--- config.mk ---
export PLATFORM = sky130hd
export DESIGN_NAME = longest_distinct_run_tracker
export DESIGN_NICKNAME = d
export VERILOG_FILES = /design/src/ldrt_pkg.sv /design/src/ldrt_ram.sv /design/src/longest_distinct_run_tracker.sv
export SDC_FILE = /design/constraint.sdc
export NUM_CORES = 2
export LEC_CHECK = 0
export BUFFER_PORTS_ARGS = -buffer_cell sky130_fd_sc_hd__buf_2
export CORE_AREA = 2 2 526 528
export CTS_BUF_LIST = sky130_fd_sc_hd__clkbuf_8
export DETAILED_ROUTE_END_ITERATION = 6
export DIE_AREA = 0 0 528 530
export PLACE_DENSITY = 0.81
export SETUP_SLACK_MARGIN = 0.15
export SLEW_MARGIN = 0
export SYNTH_ARGS = -nofsm -noshare
export SYNTH_HDL_FRONTEND = slang
export SYNTH_HIERARCHICAL = 1
export SYNTH_SLANG_ARGS = --single-unit
--- constraint.sdc ---
create_clock -name clk_i -period 10.6 [get_ports clk_i]
set_input_delay 1.06 -clock clk_i [delete_from_list [all_inputs] [get_ports clk_i]]
set_output_delay 1.06 -clock clk_i [all_outputs]
set_load 0.005 [all_outputs]
--- src/ldrt_pkg.sv ---
// Shared types and constants for the longest distinct run tracker.
package ldrt_pkg;

  // Fixed field widths of the input and result words
  localparam int unsigned CH_W      = 8;
  localparam int unsigned CH_VALUES = 256;
  localparam int unsigned BEST_W    = 17;

  // Input word: one byte of the string and its end mark
  typedef struct packed {
    logic [CH_W-1:0] ch;
    logic            last;
  } in_t;

  // Result word: best run so far, end echo, sticky overflow
  typedef struct packed {
    logic [BEST_W-1:0] best_length;
    logic              done_res;
    logic              overflow;
  } out_t;

endpackage

--- src/ldrt_ram.sv ---
// Generic single-write, single-read RAM with registered read data.
module ldrt_ram #(
  parameter int unsigned WIDTH = 16,
  parameter int unsigned DEPTH = 256
) (
  input  logic                     clk_i,
  input  logic                     we_i,
  input  logic [$clog2(DEPTH)-1:0] waddr_i,
  input  logic [WIDTH-1:0]         wdata_i,
  input  logic                     re_i,
  input  logic [$clog2(DEPTH)-1:0] raddr_i,
  output logic [WIDTH-1:0]         rdata_o
);

  logic [WIDTH-1:0] mem_q [DEPTH];
  logic [WIDTH-1:0] rdata_q;

  // Write port
  always_ff @(posedge clk_i) begin
    if (we_i) begin
      mem_q[waddr_i] <= wdata_i;
    end
  end

  // Registered read port, holds its data while not enabled
  always_ff @(posedge clk_i) begin
    if (re_i) begin
      rdata_q <= mem_q[raddr_i];
    end
  end

  assign rdata_o = rdata_q;

endmodule

--- src/longest_distinct_run_tracker.sv ---
// Top level of the longest distinct run tracker: table pipeline and result register.
//
// The block reads a string one byte per word and returns, for every byte, the length of the
// longest run of distinct bytes seen so far in the string, an echo of the end mark and a sticky
// overflow flag. One word is taken every cycle while the input is not stalled. The last-position
// table (a RAM with registered read) is read at the edge that takes a word into the update stage;
// when that stage fires, the window is updated, the table is written back and the result is
// loaded into the output register. A table write made while the next byte's read is in flight
// is forwarded to it.
// The per-entry valid bits are flip-flops cleared together at the end of each string, so no
// clearing pass is needed and the next string may start in the very next cycle. Input stall
// rises only while the output register holds a result that is being stalled and the update
// stage is full. Strings longer than MAX_LEN bytes set overflow; extra bytes change nothing else.
module longest_distinct_run_tracker
  import ldrt_pkg::*;
#(
  parameter longint unsigned MAX_LEN  = 65536,
  parameter int unsigned     ALPHABET = 256
) (
  input  logic clk_i,
  input  logic rst_ni,
  input  logic in_valid_i,
  output logic in_stall_o,
  input  in_t  in_data_i,
  output logic out_valid_o,
  input  logic out_stall_i,
  output out_t out_data_o
);

  localparam int unsigned PW = $clog2(MAX_LEN + 1);  // position, window start, best length
  localparam int unsigned SW = $clog2(MAX_LEN);      // stored position
  localparam int unsigned AW = $clog2(ALPHABET);     // table address
  localparam logic [PW-1:0] POS_LIMIT = PW'(MAX_LEN);

  typedef logic [AW-1:0] slot_lut_t [CH_VALUES];

  // Byte value to table entry, folding values beyond the alphabet
  function automatic slot_lut_t slot_table();
    slot_lut_t t;
    for (int i = 0; i < CH_VALUES; i++) begin
      t[i] = AW'(i % ALPHABET);
    end
    return t;
  endfunction

  localparam slot_lut_t SLOT_LUT = slot_table();

  // Pipeline and state registers
  logic                s1_valid_q, s1_valid_d;
  logic [AW-1:0]       s1_slot_q;
  logic                s1_last_q;
  logic                s1_fwd_q;
  logic [AW-1:0]       fwd_slot_q;
  logic [SW-1:0]       fwd_pos_q;
  logic [ALPHABET-1:0] seen_q;
  logic [PW-1:0]       window_q, window_d;
  logic [PW-1:0]       position_q, position_d;
  logic [PW-1:0]       best_q, best_d;
  logic                ovf_q, ovf_d;
  logic                out_valid_q;
  out_t                out_q;

  logic          in_accept;
  logic          s1_fire;
  logic          wr_en;
  logic [SW-1:0] rd_pos;
  logic [SW-1:0] prev_pos;
  logic [PW-1:0] after_pos;
  logic [PW-1:0] run_len;
  logic          at_limit;

  // Handshake
  assign s1_fire    = s1_valid_q && (!out_valid_q || !out_stall_i);
  assign in_stall_o = s1_valid_q && !s1_fire;
  assign in_accept  = in_valid_i && !in_stall_o;
  assign s1_valid_d = in_accept || (s1_valid_q && !s1_fire);

  // Last-position table
  ldrt_ram #(
    .WIDTH(SW),
    .DEPTH(ALPHABET)
  ) u_pos_ram (
    .clk_i  (clk_i),
    .we_i   (wr_en),
    .waddr_i(s1_slot_q),
    .wdata_i(position_q[SW-1:0]),
    .re_i   (in_accept),
    .raddr_i(SLOT_LUT[in_data_i.ch]),
    .rdata_o(rd_pos)
  );

  // Update stage: move the window, track the best run, record the position
  always_comb begin
    at_limit   = (position_q == POS_LIMIT);
    wr_en      = s1_fire && !at_limit;
    prev_pos   = (s1_fwd_q && (fwd_slot_q == s1_slot_q)) ? fwd_pos_q : rd_pos;
    after_pos  = PW'(prev_pos) + PW'(1);
    window_d   = window_q;
    position_d = position_q;
    best_d     = best_q;
    ovf_d      = ovf_q;
    run_len    = '0;
    if (at_limit) begin
      ovf_d = 1'b1;
    end else begin
      if (seen_q[s1_slot_q] && (after_pos > window_q)) begin
        window_d = after_pos;
      end
      run_len    = position_q - window_d + PW'(1);
      if (run_len > best_q) begin
        best_d = run_len;
      end
      position_d = position_q + PW'(1);
    end
  end

  // Hold pipeline control, string state and the result valid flag
  always_ff @(posedge clk_i or negedge rst_ni) begin
    if (!rst_ni) begin
      s1_valid_q  <= 1'b0;
      s1_fwd_q    <= 1'b0;
      seen_q      <= '0;
      window_q    <= '0;
      position_q  <= '0;
      best_q      <= '0;
      ovf_q       <= 1'b0;
      out_valid_q <= 1'b0;
    end else begin
      s1_valid_q <= s1_valid_d;
      if (in_accept) begin
        s1_fwd_q <= wr_en;
      end
      if (s1_fire && s1_last_q) begin
        seen_q     <= '0;
        window_q   <= '0;
        position_q <= '0;
        best_q     <= '0;
        ovf_q      <= 1'b0;
      end else if (s1_fire) begin
        if (wr_en) begin
          seen_q[s1_slot_q] <= 1'b1;
        end
        window_q   <= window_d;
        position_q <= position_d;
        best_q     <= best_d;
        ovf_q      <= ovf_d;
      end
      if (s1_fire) begin
        out_valid_q <= 1'b1;
      end else if (!out_stall_i) begin
        out_valid_q <= 1'b0;
      end
    end
  end

  // Payload registers: stage word, forwarded write, result word
  always_ff @(posedge clk_i) begin
    if (in_accept) begin
      s1_slot_q <= SLOT_LUT[in_data_i.ch];
      s1_last_q <= in_data_i.last;
    end
    if (wr_en) begin
      fwd_slot_q <= s1_slot_q;
      fwd_pos_q  <= position_q[SW-1:0];
    end
    if (s1_fire) begin
      out_q.best_length <= BEST_W'(best_d);
      out_q.done_res    <= s1_last_q;
      out_q.overflow    <= ovf_d;
    end
  end

  assign out_valid_o = out_valid_q;
  assign out_data_o  = out_q;

  // Input stalls only behind a blocked result register
  a_stall_cause: assert property (@(posedge clk_i) disable iff (!rst_ni)
    in_stall_o |-> (out_valid_q && out_stall_i))
    else $error("input stalled without output back-pressure");

  // End of string clears all string state
  a_end_clear: assert property (@(posedge clk_i) disable iff (!rst_ni)
    (s1_fire && s1_last_q) |=> (seen_q == '0 && position_q == '0 && best_q == '0 && !ovf_q))
    else $error("string state not cleared after final byte");

  // Window start never passes the position
  a_window_order: assert property (@(posedge clk_i) disable iff (!rst_ni)
    window_q <= position_q)
    else $error("window start beyond position");

  // A recorded byte advances the position by one
  a_pos_step: assert property (@(posedge clk_i) disable iff (!rst_ni)
    (wr_en && !s1_last_q) |=> (position_q == PW'($past(position_q) + PW'(1))))
    else $error("position did not advance by one");

  // The best run never shrinks within a string
  a_best_mono: assert property (@(posedge clk_i) disable iff (!rst_ni)
    (s1_fire && !s1_last_q) |=> (best_q >= $past(best_q)))
    else $error("best length decreased within a string");

endmodule
**After elaboration in Yosys (flattened, before gate mapping)**

Memory sizes are Yosys's and may differ from the RTL's. A register that Yosys moved wholly into a read port is not among the register bits.
Cells that the tools add are included.

- $add $sub $neg: 4
- Muxes and demuxes: 29
- Equal/unequal tests: 4
- Bitwise gates (word level): 2
- Reductions and logical operators: 19
- $lt $le $gt $ge: 5

Operator list:

| cell | number |
|---|---|
| $mux 256 | 3 |
| $or 256x256->256 | 1 |
| $mux 17 | 12 |
| $add 17x1->17 const B | 2 |
| $gt 17x17->1 | 2 |
| $add 16x1->17 const B | 1 |
| $eq 17x17->1 const B | 1 |
| $sub 17x17->17 | 1 |
| $mux 16 | 1 |
| $mux 8 | 2 |
| $ge 9x9->1 const B | 1 |
| $lt 8x9->1 const B | 1 |
| $mux 1 | 9 |
| $not 8->9 | 1 |
| $bmux 1 s8 | 1 |
| $demux 1 s8 | 1 |
| $eq 8x8->1 | 1 |
| $ge 8x1->1 const B | 1 |
| $logic_and 1x1->1 | 8 |
| $logic_not 1->1 | 5 |
| $ne 2x1->1 const B | 2 |
| $reduce_and 2->1 | 2 |
| $reduce_bool 2->1 | 2 |
| $logic_or 1x1->1 | 2 |

- Logic and storage cells: 80
- Flip-flop bits (word level): 363
- Output and inout bits: 21
- Memories kept: 2
- Bits in read-only memories: 2048
- Memory bits (writable): 4096

Memories:

| memory | words | bits a word | rd ports | clocked after memory_dff | write ports | RTL line | RTL |
|---|---|---|---|---|---|---|---|
| u_pos_ram.mem_q | 256 | 16 | 1 | 1 | 1 | ldrt_ram.sv:15 | `logic [WIDTH-1:0] mem_q [DEPTH];` |
| (name not given) | 256 | 8 | 1 | 0 | 0 | longest_distinct_run_tracker.sv:159 | `s1_slot_q <= SLOT_LUT[in_data_i.ch];` |

**Longest topological paths before layout**

- Word-level depth: 15
- Mapped depth: 53

**Hierarchy**

The synthesis kept the hierarchy.

By module, submodules not included:

| module | area each (um2) | times used | cells an instance |
|---|---|---|---|
| ldrt_ram | 158874.9 | 1 | 7360 |
| longest_distinct_run_tracker | 18390.1 | 1 | 1778 |

**Least setup slack after synthesis**

Ideal clock, no wire load.

- Path type: register to register
- Start point: reg s1_slot_q[0]
- End point: reg out_q, in the netlist out_data_o[2], data pin
- Buffers on the path: 11
- Slack: 0.874 ns
- Data arrival time: 9.458 ns
- Stages on the path, launching flop included: 52
- Clock period less this slack: 9.726 ns
- Required time: 10.333 ns
- Setup time: 0.267 ns
- Cells stage by stage: edfxtp_1 > buf_6 > buf_12 > buf_12 > xnor2_1 > nand3_1 > nor3_2 > buf_2 > buf_2 > buf_2 > mux2_2 > ha_1 > clkbuf_1 > nand3_1 > nor4_1 > mux2_2 > nand2_1 > nor2_1 > (+16 left out) > a21o_1 > a21oi_1 > o21bai_1 > a21oi_1 > o21bai_1 > a211oi_1 > o41ai_1 > a21oi_1 > xnor2_1 > ha_1 > a21o_1 > a21oi_1 > o21ai_0 > o21bai_1 > or2_2 > clkbuf_1 > clkbuf_1 > o21ai_0

- Word-level cells in the longest chain between the ends: 13
- Elaborated cells between the ends (all ways): 15
- Those cells by class: 3 x add/sub; 2 x order compare; 1 x eq/ne; 7 x mux; 2 x reduce/logical

RTL lines:

| element | RTL line | RTL |
|---|---|---|
| from (decl) | longest_distinct_run_tracker.sv:50 | `logic [AW-1:0] s1_slot_q;` |
| $eq 8x8->1 | longest_distinct_run_tracker.sv:96 | `prev_pos = (s1_fwd_q && (fwd_slot_q == s1_slot_q)) ? fwd_pos_q : rd_pos;` |
| $logic_and 1x1->1 | longest_distinct_run_tracker.sv:96 |  |
| $mux 16 | longest_distinct_run_tracker.sv:96 |  |
| $add 16x1->17 | longest_distinct_run_tracker.sv:97 | `after_pos = PW'(prev_pos) + PW'(1);` |
| $gt 17x17->1 | longest_distinct_run_tracker.sv:106 | `if (seen_q[s1_slot_q] && (after_pos > window_q)) begin` |
| $logic_and 1x1->1 | longest_distinct_run_tracker.sv:106 |  |
| $mux 17 (*) | longest_distinct_run_tracker.sv:106 |  |
| $mux 17 (*) | longest_distinct_run_tracker.sv:103 | `if (at_limit) begin` |
| $sub 17x17->17 (*) | longest_distinct_run_tracker.sv:109 | `run_len = position_q - window_d + PW'(1);` |
| $add 17x1->17 (*) | longest_distinct_run_tracker.sv:109 |  |
| $gt 17x17->1 | longest_distinct_run_tracker.sv:110 | `if (run_len > best_q) begin` |
| $mux 17 (*) | longest_distinct_run_tracker.sv:110 |  |
| $mux 17 (*) | longest_distinct_run_tracker.sv:103 |  |
| net best_d[0] | longest_distinct_run_tracker.sv:58 | `logic [PW-1:0] best_q, best_d;` |
| to (decl) | longest_distinct_run_tracker.sv:61 | `out_t out_q;` |

Mark *: on every way through the listed nets, which the timed path passes. The rest lies on a longest branch. The select of a mux whose other input is x is not followed.
A chain may end at the register's enable or synchronous reset.

**Final worst setup path**

- Start point: reg s1_slot_q[1]
- End point: reg out_q, in the netlist out_data_o[7], data pin

Same word-level chain as after synthesis.

==> results by group <==
Layout
  • Layout Nets: 9,772
  • Layout cells sized above 1: 22.9%
  • Fin util: 71.1%
  • Fillcell total: 15,400
  • Post-Layout Cell Count: 13,800
  • Commonest non-fill, non-tap cell in the layout: edfxtp_1
  • Layout area overhead: 10.2%
  • Fin area: 195,000 um^2
  • Most frequent cells in the layout: 4,164 x edfxtp_1, 832 x mux4_2, 687 x clkbuf_8

Critical path
  • Critical R2R Launch: s1_slot_q[1]$_DFFE_PP_
  • CP max stage delay: 0.50 ns
  • Max FO, Critical Path: 20
  • CP required: 11.52 ns
  • Reg2Reg Setup Slack: 0.77 ns
  • CP Capture Type: flip-flop
  • Critical path type: flip-flop to flip-flop
  • Startpoint Class: flip-flop
  • Crit. Startpoint: s1_slot_q[1]$_DFFE_PP_
  • Data arrival, critical path: 10.75 ns
  • Buf+Inv Stages, Crit Path: 1
  • Max stage delay cell, worst path: or4_1
  • Delay-heaviest family, CP: simple AND/OR/NAND/NOR gates

Drt
  • Via count: 96,700
  • Post-DRT Antenna Nets: 0
  • TritonRoute pass-1 iters: 7
  • DRC violations left: 2
  • Initial DRC Count: 15,100
  • Drt via density: 6.99
  • Detailed Route WL: 455,000 um
  • Drt wl/cell: 32.9 um

Synth
  • Distinct cells, synth: 75
  • Net Count, Synth: 9,220
  • Yosys warns: 6
  • Async set-reset flop share out of synthesis: 6.95%
  • Post-synthesis instance area: 177,000 um^2
  • Seq cells post-synth: 4,475
  • Mean Syn Cell Area: 19.4 um^2
  • Seq/Total Area, Yosys: 74.9%
  • Synth Flop Type: edfxtp_1
  • Number of synthesized flops with an enable pin: 4,164
  • Post-Syn Instances: 9,138

Outcome
  • Failing checks: design-rule violations, max-capacitance violations, max-slew violations
  • Status: complete, but fails checks

STA
  • Worst Tran Pin Value: 1.56 ns
  • Min Tclk post-route: 9.83 ns
  • Final Hold Fails: 0
  • Setup violators final: 0
  • Hold WS: 0.127 ns
  • RSZ-0062 raised after global routing: false
  • Highest Clock Rate: 0.102 GHz
  • Clock skew: 0.0867 ns
  • Final Cycle Share: 92.7%
  • Max Slew Vio Count: 2
  • Slew headroom: -4.92%

Place
  • Placed Area: 183,000 um^2
  • Hpwl dp: 262,000 um
  • GPL Wtd Cong: 0.919
  • Placed insts: 12,600
  • I/O Buffers: 33

Power
  • Total Power: 35,100 uW
  • Sw Pwr: 8330 uW
  • Gate power share: 6.3%
  • Clk pwr share: 37.9%
  • Internal power: 26,800 uW
  • PD cells: 180 nW/um^2
  • Switching Share: 23.7%
  • Fraction of power consumed by sequential logic: 55.8%
  • Peak VDD IR: 0.000148 V
  • Leak: 0.0586 uW

Global routing
  • Antenna violations before repair: 25
  • GRT Resource Usage Total: 32.4%
  • Total global routing overflow: 0
  • Largest net degree at the start of global routing: 259
  • First-pass GRT wire length: 655,000 um
  • Vias in the first global route: 95,800

Clock network
  • Clk root buf: clkbuf_8
  • CTS buffer count: 672
  • CTS tree: done
  • H-tree levels: 6
  • Clk buf depth: 4
  • Clk sinks: 4,475
  • CTS clk-pin slew, worst paths: 0.06 ns
  • Clk Latency, worst-skew pair: 1.25 ns

Floorplanning
  • Die outline height: 530 um
  • Die Footprint: 280,000 um^2
  • Initial core utilization: 64.5%
  • Num rows: 193
  • Core ar.: 275,000 um^2
  • # IOs: 34
  • Die width: 528 um

Min path
  • Hold crit path type: input port to flip-flop
  • Worst Hold Launch: out_stall_i

Job
  • Reported max-cap violation count: 2
[logic make-up (layout without fill, tap and decap cells)]
logic type	Yosys count	count (layout)	synth area share, %
flip-flops	4475	4475	74.9
multiplexers	1568	1568	14.9
AO/OA/AOI/OAI	1245	1245	4.65
AND/OR/NAND/NOR	1099	1099	2.77
buffers and inverters	626	1690	1.96
adder cells (fa/ha/maj)	69	69	0.491
XOR/XNOR	56	56	0.277
other	0	21	0
[worst register-to-register path, delay by kind of cell (launching register included)]
family	cells	cell delay, ns
buf+inv	1	0.27
simple gates	13	3.15
xor+xnor	3	0.47
fa+ha+maj	6	1.79
flops	1	0.42
compound gates	13	2.42
mux	4	1.03
[power by group through the flow]
stage,registers [uW],clock network [uW],logic [uW]
after floorplan,20000,0,1320
after global placement,19900,0,2110
after detailed placement,19900,0,2160
after CTS,19600,13400,2170
after global routing,19600,14100,2380
final,19600,13300,2230
[final cells by class]
type,instances,area (um^2),share of cell area (%)
diodes,21,52.6,0.0269
clock buffers,686,9440,4.83
clock inverters,500,3130,1.60
inverters,53,211,0.108
multi-input cells,4037,41400,21.2
flip-flops and latches,4475,133000,68.0
well taps,3607,4510,2.31
repair buffers,451,3740,1.92
[what timing repair did]
item,4_1_cts,5_1_grt
pin swaps,0,4
setup buffers,0,9
resized for setup,1,9
setup endpoints to repair,12,34
endpoints found under the hold margin,98,0
hold buffers,3,0
[Yosys cell counts, types with 44 or more instances]
library cell | n | area, um^2
mux2i_1 | 623 | 6240
o221ai_1 | 252 | 2210
nor3_1 | 131 | 656
mux4_2 | 832 | 18700
o21ai_0 | 74 | 370
buf_2 | 89 | 445
inv_1 | 52 | 195
edfxtp_1 | 4164 | 125000
a21oi_1 | 468 | 2340
o22ai_1 | 180 | 1130
nor2_1 | 630 | 2360
clkbuf_1 | 322 | 1210
a22o_1 | 44 | 385
ha_1 | 68 | 851
buf_6 | 80 | 901
a22oi_1 | 69 | 518
mux2_2 | 98 | 1100
nand3_1 | 52 | 260
nand2_1 | 102 | 383
dfrtp_1 | 311 | 7780
[path summary, 6_finish.rpt]
kind,endpoint,cells past startpoint
max reg2reg,out_data_o[7]$_DFFE_PP_,40
max in group asynchronous,position_q[3]$_DFFE_PN0P_,3
min reg2reg,seen_q[158]$_DFFE_PN0P_,2
max,out_data_o[7]$_DFFE_PP_,40
min,out_valid_o$_DFFE_PN0P_,3
min in group asynchronous,best_q[15]$_DFFE_PN0P_,2
[per-stage QoR]
step	worst slack [ns]	setup TNS (ns)
after detailed placement	-0.153	-1.53
after CTS	0.161	0
final	0.770	0
after floorplan	0.874	0
after global placement	0.140	0
after global routing	0.184	0
[state kept, by name, summed over array words and instances (netlist names)]
name	flops
u_pos_ram/mem_q	4096
seen_q	256
out_data_o	19
best_q	17
position_q	17
window_q	17
fwd_pos_q	16
u_pos_ram/rdata_o	16
fwd_slot_q	8
s1_slot_q	8
out_valid_o	1
ovf_q	1
s1_fwd_q	1
s1_last_q	1
s1_valid_q	1
[layer usage]
metal  part of all wire [%]  global-route usage (%)  vias up
li1                       -                       -    38800
met1                     34                    43.7    49300
met2                     47                    50.0     7311
met3                     13                    8.59     1255
met4                    5.3                    15.3       16
met5                  0.027                       0        -
Note: power is estimated with default switching activity, not from simulation.
